===== src/rtl/utf8_to_utf16_transcoder_top_defines.svh =====
// Assertion macros for the transcoder RTL.
`ifndef UTF8_TO_UTF16_TRANSCODER_TOP_DEFINES_SVH
`define UTF8_TO_UTF16_TRANSCODER_TOP_DEFINES_SVH

// Same-cycle implication, checked on every rising edge out of reset.
`define UTT_ASSERT_IMPL(label, clk, rst_n, ante, cons) \
    label: assert property (@(posedge clk) disable iff (!rst_n) (ante) |-> (cons)) \
        else $error("same-cycle check failed");

// Next-cycle implication, checked on every rising edge out of reset.
`define UTT_ASSERT_NEXT(label, clk, rst_n, ante, cons) \
    label: assert property (@(posedge clk) disable iff (!rst_n) (ante) |=> (cons)) \
        else $error("next-cycle check failed");

`endif


===== src/rtl/utt_pkg.sv =====
// Shared types and constants for the UTF-8 to UTF-16 transcoder.
`default_nettype none

package utt_pkg;

    localparam int unsigned CP_W   = 21;
    localparam int unsigned UNIT_W = 16;

    localparam logic [CP_W-1:0]   MIN_CP_2B   = 21'h00080;
    localparam logic [CP_W-1:0]   MIN_CP_3B   = 21'h00800;
    localparam logic [CP_W-1:0]   ASTRAL_BASE = 21'h10000;
    localparam logic [UNIT_W-1:0] HI_SURR     = 16'hD800;
    localparam logic [UNIT_W-1:0] LO_SURR     = 16'hDC00;

    localparam logic [2:0] SEQ_LEN_2 = 3'd2;
    localparam logic [2:0] SEQ_LEN_3 = 3'd3;
    localparam logic [2:0] SEQ_LEN_4 = 3'd4;

    // Work handed from the decoder to the unit emitter.
    typedef enum logic [1:0] {
        JOB_UNIT = 2'd0,   // one code unit
        JOB_PAIR = 2'd1,   // surrogate pair
        JOB_END  = 2'd2    // end of string, no unit
    } job_kind_t;

    typedef struct packed {
        job_kind_t       kind;
        logic [CP_W-1:0] cp;
        logic            last;
        logic            mal;
    } job_t;

endpackage

`default_nettype wire


===== src/rtl/utt_front.sv =====
// Byte decoder: gathers UTF-8 sequences and emits one job per result group.
`default_nettype none

module utt_front (
    input  wire logic          clk,
    input  wire logic          rst_n,
    input  wire logic          push,
    input  wire logic          full,
    input  wire logic [7:0]    in_byte,
    input  wire logic          last_byte,
    output utt_pkg::job_t      job,
    output logic               job_valid
);
    import utt_pkg::*;

    logic [CP_W-1:0] partial_reg, partial_next;
    logic [1:0]      remain_reg, remain_next;
    logic [2:0]      seqlen_reg, seqlen_next;
    logic            halted_reg, halted_next;

    logic            accept;
    logic            have_cp;
    logic [CP_W-1:0] cp;
    logic [CP_W-1:0] shifted;
    logic [CP_W-1:0] min_cp;

    assign accept  = push && !full;
    assign shifted = {partial_reg[CP_W-7:0], in_byte[5:0]};

    always_comb
    begin
        case (seqlen_reg)
            SEQ_LEN_2: min_cp = MIN_CP_2B;
            SEQ_LEN_3: min_cp = MIN_CP_3B;
            default:   min_cp = ASTRAL_BASE;
        endcase
    end

    // Decode the byte against the sequence in progress.
    always_comb
    begin
        partial_next = partial_reg;
        remain_next  = remain_reg;
        seqlen_next  = seqlen_reg;
        halted_next  = halted_reg;
        have_cp      = 1'b0;
        cp           = '0;
        if (!halted_reg)
        begin
            if (remain_reg == 2'd0)
            begin
                if (!in_byte[7])
                begin
                    cp      = {13'd0, in_byte};
                    have_cp = 1'b1;
                end
                else if (in_byte[7:5] == 3'b110)
                begin
                    partial_next = {16'd0, in_byte[4:0]};
                    remain_next  = 2'd1;
                    seqlen_next  = SEQ_LEN_2;
                end
                else if (in_byte[7:4] == 4'b1110)
                begin
                    partial_next = {17'd0, in_byte[3:0]};
                    remain_next  = 2'd2;
                    seqlen_next  = SEQ_LEN_3;
                end
                else if (in_byte[7:3] == 5'b11110)
                begin
                    partial_next = {18'd0, in_byte[2:0]};
                    remain_next  = 2'd3;
                    seqlen_next  = SEQ_LEN_4;
                end
                else
                begin
                    halted_next = 1'b1;
                end
            end
            else if (in_byte[7:6] != 2'b10)
            begin
                halted_next = 1'b1;
            end
            else
            begin
                partial_next = shifted;
                remain_next  = remain_reg - 2'd1;
                if (remain_reg == 2'd1)
                begin
                    if (shifted < min_cp)
                    begin
                        halted_next = 1'b1;
                    end
                    else
                    begin
                        cp      = shifted;
                        have_cp = 1'b1;
                    end
                end
            end
        end
    end

    // Form the job for the emitter.
    always_comb
    begin
        job.cp   = cp;
        job.last = last_byte;
        job.mal  = 1'b0;
        if (have_cp)
        begin
            job.kind = (cp[CP_W-1:UNIT_W] != '0) ? JOB_PAIR : JOB_UNIT;
        end
        else
        begin
            job.kind = JOB_END;
            job.mal  = halted_next || (remain_next != 2'd0);
        end
    end

    assign job_valid = accept && (have_cp || last_byte);

    always_ff @(posedge clk or negedge rst_n)
    begin
        if (!rst_n)
        begin
            partial_reg <= '0;
            remain_reg  <= '0;
            seqlen_reg  <= '0;
            halted_reg  <= 1'b0;
        end
        else if (accept)
        begin
            if (last_byte)
            begin
                partial_reg <= '0;
                remain_reg  <= '0;
                seqlen_reg  <= '0;
                halted_reg  <= 1'b0;
            end
            else
            begin
                partial_reg <= partial_next;
                remain_reg  <= remain_next;
                seqlen_reg  <= seqlen_next;
                halted_reg  <= halted_next;
            end
        end
    end

endmodule

`default_nettype wire


===== src/rtl/utt_queue.sv =====
// Small job queue between the decoder and the emitter.
`default_nettype none

module utt_queue #(
    parameter int unsigned DEPTH = 4
) (
    input  wire logic          clk,
    input  wire logic          rst_n,
    input  wire logic          push,
    input  utt_pkg::job_t      job_in,
    output logic               full,
    input  wire logic          pop,
    output utt_pkg::job_t      job_out,
    output logic               empty
);
    import utt_pkg::*;

    localparam int unsigned PTR_W = (DEPTH > 1) ? $clog2(DEPTH) : 1;
    localparam int unsigned CNT_W = $clog2(DEPTH + 1);

    job_t             entry_reg [DEPTH];
    logic [PTR_W-1:0] wr_ptr_reg, wr_ptr_next;
    logic [PTR_W-1:0] rd_ptr_reg, rd_ptr_next;
    logic [CNT_W-1:0] count_reg, count_next;
    logic             do_push, do_pop;

    assign full    = (count_reg == CNT_W'(DEPTH));
    assign empty   = (count_reg == '0);
    assign do_push = push && !full;
    assign do_pop  = pop && !empty;
    assign job_out = entry_reg[rd_ptr_reg];

    always_comb
    begin
        wr_ptr_next = wr_ptr_reg;
        rd_ptr_next = rd_ptr_reg;
        count_next  = count_reg;
        if (do_push)
        begin
            wr_ptr_next = (wr_ptr_reg == PTR_W'(DEPTH - 1)) ? '0 : wr_ptr_reg + 1'b1;
        end
        if (do_pop)
        begin
            rd_ptr_next = (rd_ptr_reg == PTR_W'(DEPTH - 1)) ? '0 : rd_ptr_reg + 1'b1;
        end
        if (do_push && !do_pop)
        begin
            count_next = count_reg + 1'b1;
        end
        else if (do_pop && !do_push)
        begin
            count_next = count_reg - 1'b1;
        end
    end

    always_ff @(posedge clk or negedge rst_n)
    begin
        if (!rst_n)
        begin
            wr_ptr_reg <= '0;
            rd_ptr_reg <= '0;
            count_reg  <= '0;
        end
        else
        begin
            wr_ptr_reg <= wr_ptr_next;
            rd_ptr_reg <= rd_ptr_next;
            count_reg  <= count_next;
        end
    end

    always_ff @(posedge clk)
    begin
        if (do_push)
        begin
            entry_reg[wr_ptr_reg] <= job_in;
        end
    end

endmodule

`default_nettype wire


===== src/rtl/utt_back.sv =====
// Code unit emitter: turns queued jobs into UTF-16 result words.
`default_nettype none
`include "utf8_to_utf16_transcoder_top_defines.svh"

module utt_back (
    input  wire logic          clk,
    input  wire logic          rst_n,
    input  utt_pkg::job_t      job,
    input  wire logic          q_empty,
    output logic               q_pop,
    output logic               empty,
    input  wire logic          pop,
    output logic [15:0]        code_unit,
    output logic               unit_valid,
    output logic               run_last,
    output logic               end_of_string,
    output logic               malformed
);
    import utt_pkg::*;

    logic              out_valid_reg, out_valid_next;
    logic [UNIT_W-1:0] out_unit_reg, out_unit_next;
    logic              out_uvalid_reg, out_uvalid_next;
    logic              out_run_last_reg, out_run_last_next;
    logic              out_eos_reg, out_eos_next;
    logic              out_mal_reg, out_mal_next;
    logic              pend_valid_reg, pend_valid_next;
    logic [UNIT_W-1:0] pend_unit_reg, pend_unit_next;
    logic              pend_last_reg, pend_last_next;

    logic              slot_free;
    logic [CP_W-1:0]   adj;
    logic [UNIT_W-1:0] hi_unit, lo_unit;

    assign slot_free = !out_valid_reg || pop;
    assign q_pop     = slot_free && !pend_valid_reg && !q_empty;
    assign adj       = job.cp - ASTRAL_BASE;
    assign hi_unit   = HI_SURR + {5'd0, adj[CP_W-1:10]};
    assign lo_unit   = LO_SURR | {6'd0, adj[9:0]};

    always_comb
    begin
        out_valid_next    = out_valid_reg;
        out_unit_next     = out_unit_reg;
        out_uvalid_next   = out_uvalid_reg;
        out_run_last_next = out_run_last_reg;
        out_eos_next      = out_eos_reg;
        out_mal_next      = out_mal_reg;
        pend_valid_next   = pend_valid_reg;
        pend_unit_next    = pend_unit_reg;
        pend_last_next    = pend_last_reg;
        if (slot_free)
        begin
            if (pend_valid_reg)
            begin
                // Advance the low surrogate held back from the last pair.
                out_valid_next    = 1'b1;
                out_unit_next     = pend_unit_reg;
                out_uvalid_next   = 1'b1;
                out_run_last_next = 1'b1;
                out_eos_next      = pend_last_reg;
                out_mal_next      = 1'b0;
                pend_valid_next   = 1'b0;
            end
            else if (!q_empty)
            begin
                out_valid_next    = 1'b1;
                out_unit_next     = '0;
                out_uvalid_next   = 1'b0;
                out_run_last_next = 1'b1;
                out_eos_next      = 1'b0;
                out_mal_next      = 1'b0;
                case (job.kind)
                    JOB_UNIT:
                    begin
                        out_unit_next   = job.cp[UNIT_W-1:0];
                        out_uvalid_next = 1'b1;
                        out_eos_next    = job.last;
                    end
                    JOB_PAIR:
                    begin
                        out_unit_next     = hi_unit;
                        out_uvalid_next   = 1'b1;
                        out_run_last_next = 1'b0;
                        pend_valid_next   = 1'b1;
                        pend_unit_next    = lo_unit;
                        pend_last_next    = job.last;
                    end
                    JOB_END:
                    begin
                        out_eos_next = 1'b1;
                        out_mal_next = job.mal;
                    end
                    default:
                    begin
                        out_valid_next = 1'b0;
                    end
                endcase
            end
            else
            begin
                out_valid_next = 1'b0;
            end
        end
    end

    always_ff @(posedge clk or negedge rst_n)
    begin
        if (!rst_n)
        begin
            out_valid_reg  <= 1'b0;
            pend_valid_reg <= 1'b0;
        end
        else
        begin
            out_valid_reg  <= out_valid_next;
            pend_valid_reg <= pend_valid_next;
        end
    end

    always_ff @(posedge clk)
    begin
        out_unit_reg     <= out_unit_next;
        out_uvalid_reg   <= out_uvalid_next;
        out_run_last_reg <= out_run_last_next;
        out_eos_reg      <= out_eos_next;
        out_mal_reg      <= out_mal_next;
        pend_unit_reg    <= pend_unit_next;
        pend_last_reg    <= pend_last_next;
    end

    assign empty         = !out_valid_reg;
    assign code_unit     = out_unit_reg;
    assign unit_valid    = out_uvalid_reg;
    assign run_last      = out_run_last_reg;
    assign end_of_string = out_eos_reg;
    assign malformed     = out_mal_reg;

    // A held low half always sits behind a shown high half (0xD800..0xDFFF,
    // code points above 0x10FFFF reach into the upper part of that range).
    `UTT_ASSERT_IMPL(a_pend_behind_high, clk, rst_n, pend_valid_reg, out_valid_reg && out_uvalid_reg && !out_run_last_reg && (out_unit_reg[15:11] == 5'b11011))
    // Taking the high half brings up the matching low half next.
    `UTT_ASSERT_NEXT(a_low_follows, clk, rst_n, pend_valid_reg && pop, out_valid_reg && out_run_last_reg && (out_unit_reg[15:10] == 6'b110111))
    // No job is drawn from the queue while a low half is held.
    `UTT_ASSERT_IMPL(a_no_pop_pending, clk, rst_n, pend_valid_reg, !q_pop)

endmodule

`default_nettype wire


===== src/rtl/utf8_to_utf16_transcoder_top.sv =====
// UTF-8 to UTF-16 transcoder top level: decoder, job queue and unit emitter.
// Path: an accepted byte's job is written into the queue, then into the emitter's output register.
// Throughput: one byte per cycle while full is low; one result word leaves per cycle while pop
// is held and jobs are queued, so a pair yields two words.
// The job queue (QUEUE_DEPTH entries) lets the decoder run while the emitter waits.
// Reset: asynchronous, active low; clears decoder state, queue and output valid flags.
`default_nettype none

module utf8_to_utf16_transcoder_top #(
    parameter int unsigned QUEUE_DEPTH = 4
) (
    input  wire logic        clk,
    input  wire logic        rst_n,
    input  wire logic        push,
    output logic             full,
    input  wire logic [7:0]  in_byte,
    input  wire logic        last_byte,
    output logic             empty,
    input  wire logic        pop,
    output logic [15:0]      code_unit,
    output logic             unit_valid,
    output logic             run_last,
    output logic             end_of_string,
    output logic             malformed
);
    import utt_pkg::*;

    // Decoder to queue: one job per byte that yields results.
    job_t job_in;
    logic job_in_valid;

    // Queue to emitter.
    job_t job_out;
    logic q_empty;
    logic q_pop;

    // Front: classify each byte and track the open sequence.
    utt_front u_front (
        .clk       (clk),
        .rst_n     (rst_n),
        .push      (push),
        .full      (full),
        .in_byte   (in_byte),
        .last_byte (last_byte),
        .job       (job_in),
        .job_valid (job_in_valid)
    );

    // Queue: hold decoded jobs so either side can stall alone.
    utt_queue #(
        .DEPTH (QUEUE_DEPTH)
    ) u_queue (
        .clk     (clk),
        .rst_n   (rst_n),
        .push    (job_in_valid),
        .job_in  (job_in),
        .full    (full),
        .pop     (q_pop),
        .job_out (job_out),
        .empty   (q_empty)
    );

    // Back: expand jobs into one or two words behind an output register.
    utt_back u_back (
        .clk           (clk),
        .rst_n         (rst_n),
        .job           (job_out),
        .q_empty       (q_empty),
        .q_pop         (q_pop),
        .empty         (empty),
        .pop           (pop),
        .code_unit     (code_unit),
        .unit_valid    (unit_valid),
        .run_last      (run_last),
        .end_of_string (end_of_string),
        .malformed     (malformed)
    );

endmodule

`default_nettype wire

===== config.mk =====
export PLATFORM = sky130hd
export DESIGN_NAME = utf8_to_utf16_transcoder_top
export DESIGN_NICKNAME = d
export VERILOG_FILES = /design/src/rtl/utt_pkg.sv /design/src/rtl/utt_front.sv /design/src/rtl/utt_queue.sv /design/src/rtl/utt_back.sv /design/src/rtl/utf8_to_utf16_transcoder_top.sv
export VERILOG_INCLUDE_DIRS = /design/src /design/src/rtl
export SDC_FILE = /design/constraint.sdc
export NUM_CORES = 1
export LEC_CHECK = 0
export BUFFER_PORTS_ARGS = -buffer_cell sky130_fd_sc_hd__buf_2
export CORE_MARGIN = 4
export CORE_UTILIZATION = 32
export DETAILED_ROUTE_END_ITERATION = 16
export HOLD_SLACK_MARGIN = 0.06
export SLEW_MARGIN = 30
export SYNTH_ARGS = -nofsm -noshare
export SYNTH_HDL_FRONTEND = slang
export SYNTH_SLANG_ARGS = --single-unit

===== constraint.sdc =====
create_clock -name clk -period 9.1 [get_ports clk]
set_clock_uncertainty 0.2 [all_clocks]
set_input_delay 0 -clock clk [delete_from_list [all_inputs] [get_ports clk]]
set_output_delay 0 -clock clk [all_outputs]
set_load 0.02 [all_outputs]

; ---- Yosys cells after proc, flatten, opt, wreduce, memory -nomap -nowiden
; Memories as Yosys holds them, arrays and structs flattened.
; Cells that the tools add are included.
[classes]
add_sub_neg = 7
multipliers = 0
div = 0
magnitude_cmp = 1
n_eq_ne = 17
n_shift = 0
mux = 73
bitwise = 2
reduce_logical = 32
[op_table]
columns = op, n
row1 = $mux W15, 8
row2 = $mux W21, 5
row3 = $mux W1, 34
row4 = $pmux W17 S2, 1
row5 = $pmux W16 S2, 1
row6 = $mux W3, 9
row7 = $mux W2, 11
row8 = $lt A21 B17 Y1, 1
row9 = $sub A21 B17 Y21 const B, 1
row10 = $add A15 B12 Y16 const A, 1
row11 = $mux W16, 1
row12 = $mux W10, 1
row13 = $reduce_and A5 Y1, 2
row14 = $logic_and A1 B1 Y1, 8
row15 = $reduce_bool A2 Y1, 4
row16 = $mux W7, 1
row17 = $eq A2 B2 Y1 const B, 3
row18 = $eq A3 B2 Y1 const B, 2
row19 = $eq A3 B3 Y1 const B, 2
row20 = $logic_not A1 Y1, 6
row21 = $ne A2 B2 Y1 const B, 3
row22 = $eq A5 B5 Y1 const B, 1
row23 = $ne A5 B5 Y1 const B, 1
row24 = $reduce_bool A5 Y1, 1
row25 = 18 further kinds, 24
[totals]
regBits = 61
latch_bits = 0
ramBits = 100
rom_bits = 0
in_bits = 13
elab_cells = 150
mem_count = 1
[mem_list]
columns = memory, depth, width, read_ports, rd_ports_with_merged_regs, write_ports, line
row1 = u_queue.entry_reg, 4, 25, 1, 0, 1, utt_queue.sv:21  ; job_t entry_reg [DEPTH];

; ---- Depth between registers and ports, before layout
[logic_depth]
word_depth = 15
depth_mapped = 13
mapped_depth_nobuf = 13

; ---- Cells and area by module
; Synthesis repeated with hierarchy kept, for this count alone.
[unflattened]
cells_unflattened = 447
hier_area_um2 = 6837.8
[by_module_without_submodules]
columns = mod, n_inst, cells_each, area_per_inst_um2, seq_area_each_um2
row1 = utt_queue, 1, 168, 4053.9, 3178.0
row2 = utt_back, 1, 108, 1433.9, 980.9
row3 = utt_front, 1, 171, 1350.0, 525.5

; ---- Worst setup path after synthesis
; OpenSTA, ideal clock, no wires.
[synth_path]
path_kind = register to register
startpoint = register u_front.seqlen_reg[2]
endpoint = register u_queue.count_reg[1]
setup_ns = 0.125
arrival_time_ns = 2.776
required_time_ns = 8.775
setup_slack_ns = 5.999
stages_incl_launch_ff = 10
synth_period_minus_slack_ns = 3.101
path_cell_list = dfrtp_1 > or4b_1 > o41ai_2 > a31oi_1 > o2111a_2 > o31a_4 > ha_1 > inv_1 > fa_1 > mux2_2
[synth_via]
word_cells_on_any_way = 17
[synth_rtl]
columns = element, line
row1 = "start, declared", utt_front.sv:18  ; logic [2:0] seqlen_reg, seqlen_next;
row2 = "start signal, assigned", utt_front.sv:145  ; seqlen_reg <= seqlen_next;
row3 = $eq A3 B2 Y1, utt_front.sv:32  ; case (seqlen_reg)
row4 = $pmux W17 S2 (*), utt_front.sv:32
row5 = $lt A21 B17 Y1 (*), utt_front.sv:90  ; if (shifted < min_cp)
row6 = $mux W1 (*), utt_front.sv:90
row7 = $mux W1 (*), utt_front.sv:88  ; if (remain_reg == 2'd1)
row8 = $mux W1 (*), utt_front.sv:80  ; else if (in_byte[7:6] != 2'b10)
row9 = $mux W1 (*), utt_front.sv:50  ; if (remain_reg == 2'd0)
row10 = $mux W1 (*), utt_front.sv:48  ; if (!halted_reg)
row11 = $logic_or A1 B1 Y1 (*), utt_front.sv:121  ; assign job_valid = accept && (have_cp || last_byte);
row12 = $logic_and A1 B1 Y1 (*), utt_front.sv:121
row13 = $logic_and A1 B1 Y1 (*), utt_queue.sv:29  ; assign do_push = push && !full;
row14 = named net u_queue.do_push, utt_queue.sv:25  ; logic do_push, do_pop;
row15 = $logic_and A1 B1 Y1 (*), utt_queue.sv:46  ; if (do_push && !do_pop)
row16 = $mux W3 (*), utt_queue.sv:46
row17 = named net u_queue.count_next[1], utt_queue.sv:24  ; logic [CNT_W-1:0] count_reg, count_next;
row18 = "end signal, assigned", utt_queue.sv:68  ; count_reg <= count_next;
row19 = "end, declared", utt_queue.sv:24
; The timed path passes the listed nets; every way through them passes the cells marked *.
; A chain may end at the register's enable or synchronous reset.

; ---- Final worst setup path
; Ends and elaborated chain as after synthesis.

==> results by group <==
Clocking
  – Root Driver: clkbuf_16
  – Skew-Pair Late Insertion Delay: 420 ps
  – Number of gates resized after CTS: 0
  – Max Root-Sink Buffers: 2
  – Number of clock buffers inserted by TritonCTS: 17
  – Post-CTS setup buffer count: 0
  – H-Tree Level Count: 4
  – TritonCTS clock tree: built
  – Register clock-pin slew on the reported worst setup and hold paths: 70 ps
  – Sinks on the clock net: 161

Synth
  – Top_reg_cell synth: edfxtp_1
  – Number of warning messages in the yosys log: 0
  – Cells after Synth: 447
  – Yosys top cell area share: 57.6%
  – Adder-cell area share of the yosys netlist: 2.31%
  – Number of register bits inferred by synthesis: 161
  – Synth Area in Simple Gates: 9.53%
  – Largest area contributor in the synthesized netlist: edfxtp_1
  – Mux cell area share after synthesis: 10.7%
  – Leading cell types by total area after synthesis: edfxtp_1, dfrtp_1, mux4_2, o21ai_0, nand2_1
  – Sequential cell area fraction in the yosys report: 68.6%
  – Async set or reset register ratio after synthesis: 18.6%
  – Share of the synthesized area in compound gates (AO/OA/AOI/OAI): 5.76%
  – Number of distinct library cell variants in the gate-level netlist after synthesis: 50
  – Combinational family with the most area after synthesis: multiplexers
  – Area share of xor/xnor cells in the synthesized design: 0.770%
  – Post-synth EDFFs: 131
  – Total standard cell area after synthesis: 6820 sq um
  – Syn_nets: 472
  – Syn avg cell area: 15.3 sq um

Die
  – Core outline area: 21000 sq um
  – Horiz. Die Dim: 154 microns
  – Full die area: 23700 sq um
  – Number of top-level design ports: 35
  – Row Count: 53
  – Overall die height: 154 microns
  – Effective utilization at floorplan: 32.5%

Routing
  – Drt first-iter violations: 260
  – Wire length reported by the detailed router: 13.0 mm
  – Post-route ant nets: 0
  – Average wire length per cell after detail routing: 16.4 microns
  – Total vias in the final route: 3795
  – Iteration count of the initial detailed-routing pass: 4
  – Remaining DRCs: 0
  – Per-cell via count in the routed design: 4.79

Critical path
  – Critical path arrival: 3480 ps
  – End point of the critical path: u_queue.count_reg[1]
  – Critical Path Source: u_front.seqlen_reg[2]
  – Start of the worst register-to-register path: u_front.seqlen_reg[2]
  – Capture point of the worst reg-to-reg path: u_queue.count_reg[1]
  – Element type at the critical path end: flip-flop
  – Setup slack, reg-to-reg: 5720 ps
  – Data required time of the critical path: 9190 ps
  – Largest driver fanout on the critical path: 18
  – Setup crit start kind: flip-flop
  – R2r worst-path depth: 9
  – Critical path type: reg2reg

Timing
  – Worst-Margin Slew: 999 ps
  – Total negative slack for setup checks: 0 ps
  – Total setup violations reported at the end of the flow: 0
  – Worst relative slew slack: 32.9%
  – Peak clock frequency supported by timing: 296 MHz
  – Crit share post-route: 37.2%
  – Unrepaired setup endpoints after global routing: false
  – Minimum period implied by the final worst setup slack: 3380 ps
  – Final-report hold violation count: 0
  – Slew Limit Fails: 0

Pwr
  – Worst vdd rail ir drop: 0.000129 V
  – PD cells: 328 nW/um^2
  – Standby leakage power: 2.92 nW

Final layout
  – Nets: 530
  – Layout cell share with drive strength beyond 1: 23.0%
  – ANT cells: 0
  – Most common cell after layout, fill and taps aside: edfxtp_1
  – Util after Layout: 38.5%
  – Max FFs per register: 100
  – Synth-to-Final Area Change: 18.6%
  – Commonest non-fill, non-tap cells in the layout: edfxtp_1, nand2_1, o21ai_0

Global routing
  – Number of global-route vias before repair: 3873
  – GRT met2 Usage: 18.0%
  – Global router's overall resource usage: 11.5%
  – Global-route congestion overflow total: 0
  – Fraction of met1 tracks used by global routing: 15.5%
  – Number of antenna violations at the first check in global routing: 0
  – Maximum number of pins on one net before global-route repair: 31
  – Met3 routing resource usage after global routing: 3.12%
  – Wire length of the first global-routing pass: 21.0 mm
  – Busiest grt layer: met2

Outcome
  – Status: complete, no violations

Place
  – Port-buffer cells: 34
  – RePlAce Congestion: 0.818
  – Post-detailed-placement half-perimeter wirelength: 8.68 mm

Run
  – Number of maximum-capacitance constraint violations: 0

Worst hold path
  – Class of the worst hold path: in2reg
-- critical path: stages, from the launching register on --
cell and delay [ps]:
dfrtp_1 390, or4b_1 540, o41ai_2 210, a31oi_1 150, o2111a_2 390, o31a_4 410, ha_1 220, inv_1 80
fa_1 400, mux2_2 270
-- report_power, final --
part	switching, mW	internal [mW]	total, mW
clock	0.298	0.384	0.682
combinational	0.517	0.344	0.862
sequential	0.0715	1.04	1.11
total	0.886	1.77	2.65
-- cells in the mapped netlist, drive strengths merged, types with 2 or more instances --
cell type  count
nor3           6
o221ai         2
buf            5
mux2i          9
mux4          25
nor3b          4
a31oi          3
mux2           6
dfrtp         30
and2b          5
nor2          22
and2          24
o21ai         37
xor2           2
clkbuf        17
inv           15
or2            3
edfxtp       131
xnor2          4
ha            11
nor4b          2
or3            2
a21o           2
nand2b         5
a21oi          9
nand2         48
-- repair_timing --
item | in CTS | in global routing
endpoints found under the hold margin | 79 | 0
hold buffers | 23 | 0
endpoints found under the setup margin | 0 | 0
-- layout make-up --
type                       instances  area, sq um
sequential                       161         4680
clock buffer                      17          425
tap                              275          344
timing repair buffer              61          440
fill                            1944        12900
clock inverter                    15          146
multi-input combinational        249         1990
inverter                          15         56.3
-- cells by family (layout without fill, tap and decap cells) --
logic type,after synthesis,count (layout)
simple gates,127,127
buf+inv,37,108
xor+xnor,6,6
flops,161,161
fa+ha+maj,12,12
mux,40,40
compound gates,64,64
-- through the flow --
stage               instance area (sq um)  std cells  hold WS, ps  setup slack (ps)  power, mW
global route                         8090        793          305              5570       2.82
floorplan                            6820        447         -496              6000       1.74
CTS                                  8080        793          263              5700       2.69
global placement                     7270        738        -92.9              5810       1.95
finish                               8090        793          289              5720       2.65
detailed placement                   7270        738        -77.2              5720       1.98
-- layer usage --
metal  wire length (microns)  up-vias
li1                        -     1794
met1                    6210     1918
met2                    6200       79
met3                     494        4
met4                      89        0
met5                       0        -
-- worst min path at each step --
| stage | startpoint | endpoint | cells past startpoint |
|---|---|---|---|
| finish | in_byte[5] | u_front.partial_reg[5] | 4 |
| detailed placement | rst_n | u_queue.count_reg[2] | 1 |
| global placement | rst_n | u_front.halted_reg | 1 |
| CTS | in_byte[5] | u_front.partial_reg[5] | 4 |
| floorplan | rst_n | u_back.out_valid_reg | 0 |
| global route | u_queue.count_reg[2] | u_queue.count_reg[2] | 1 |
Note: power is estimated with default switching activity, not from simulation.
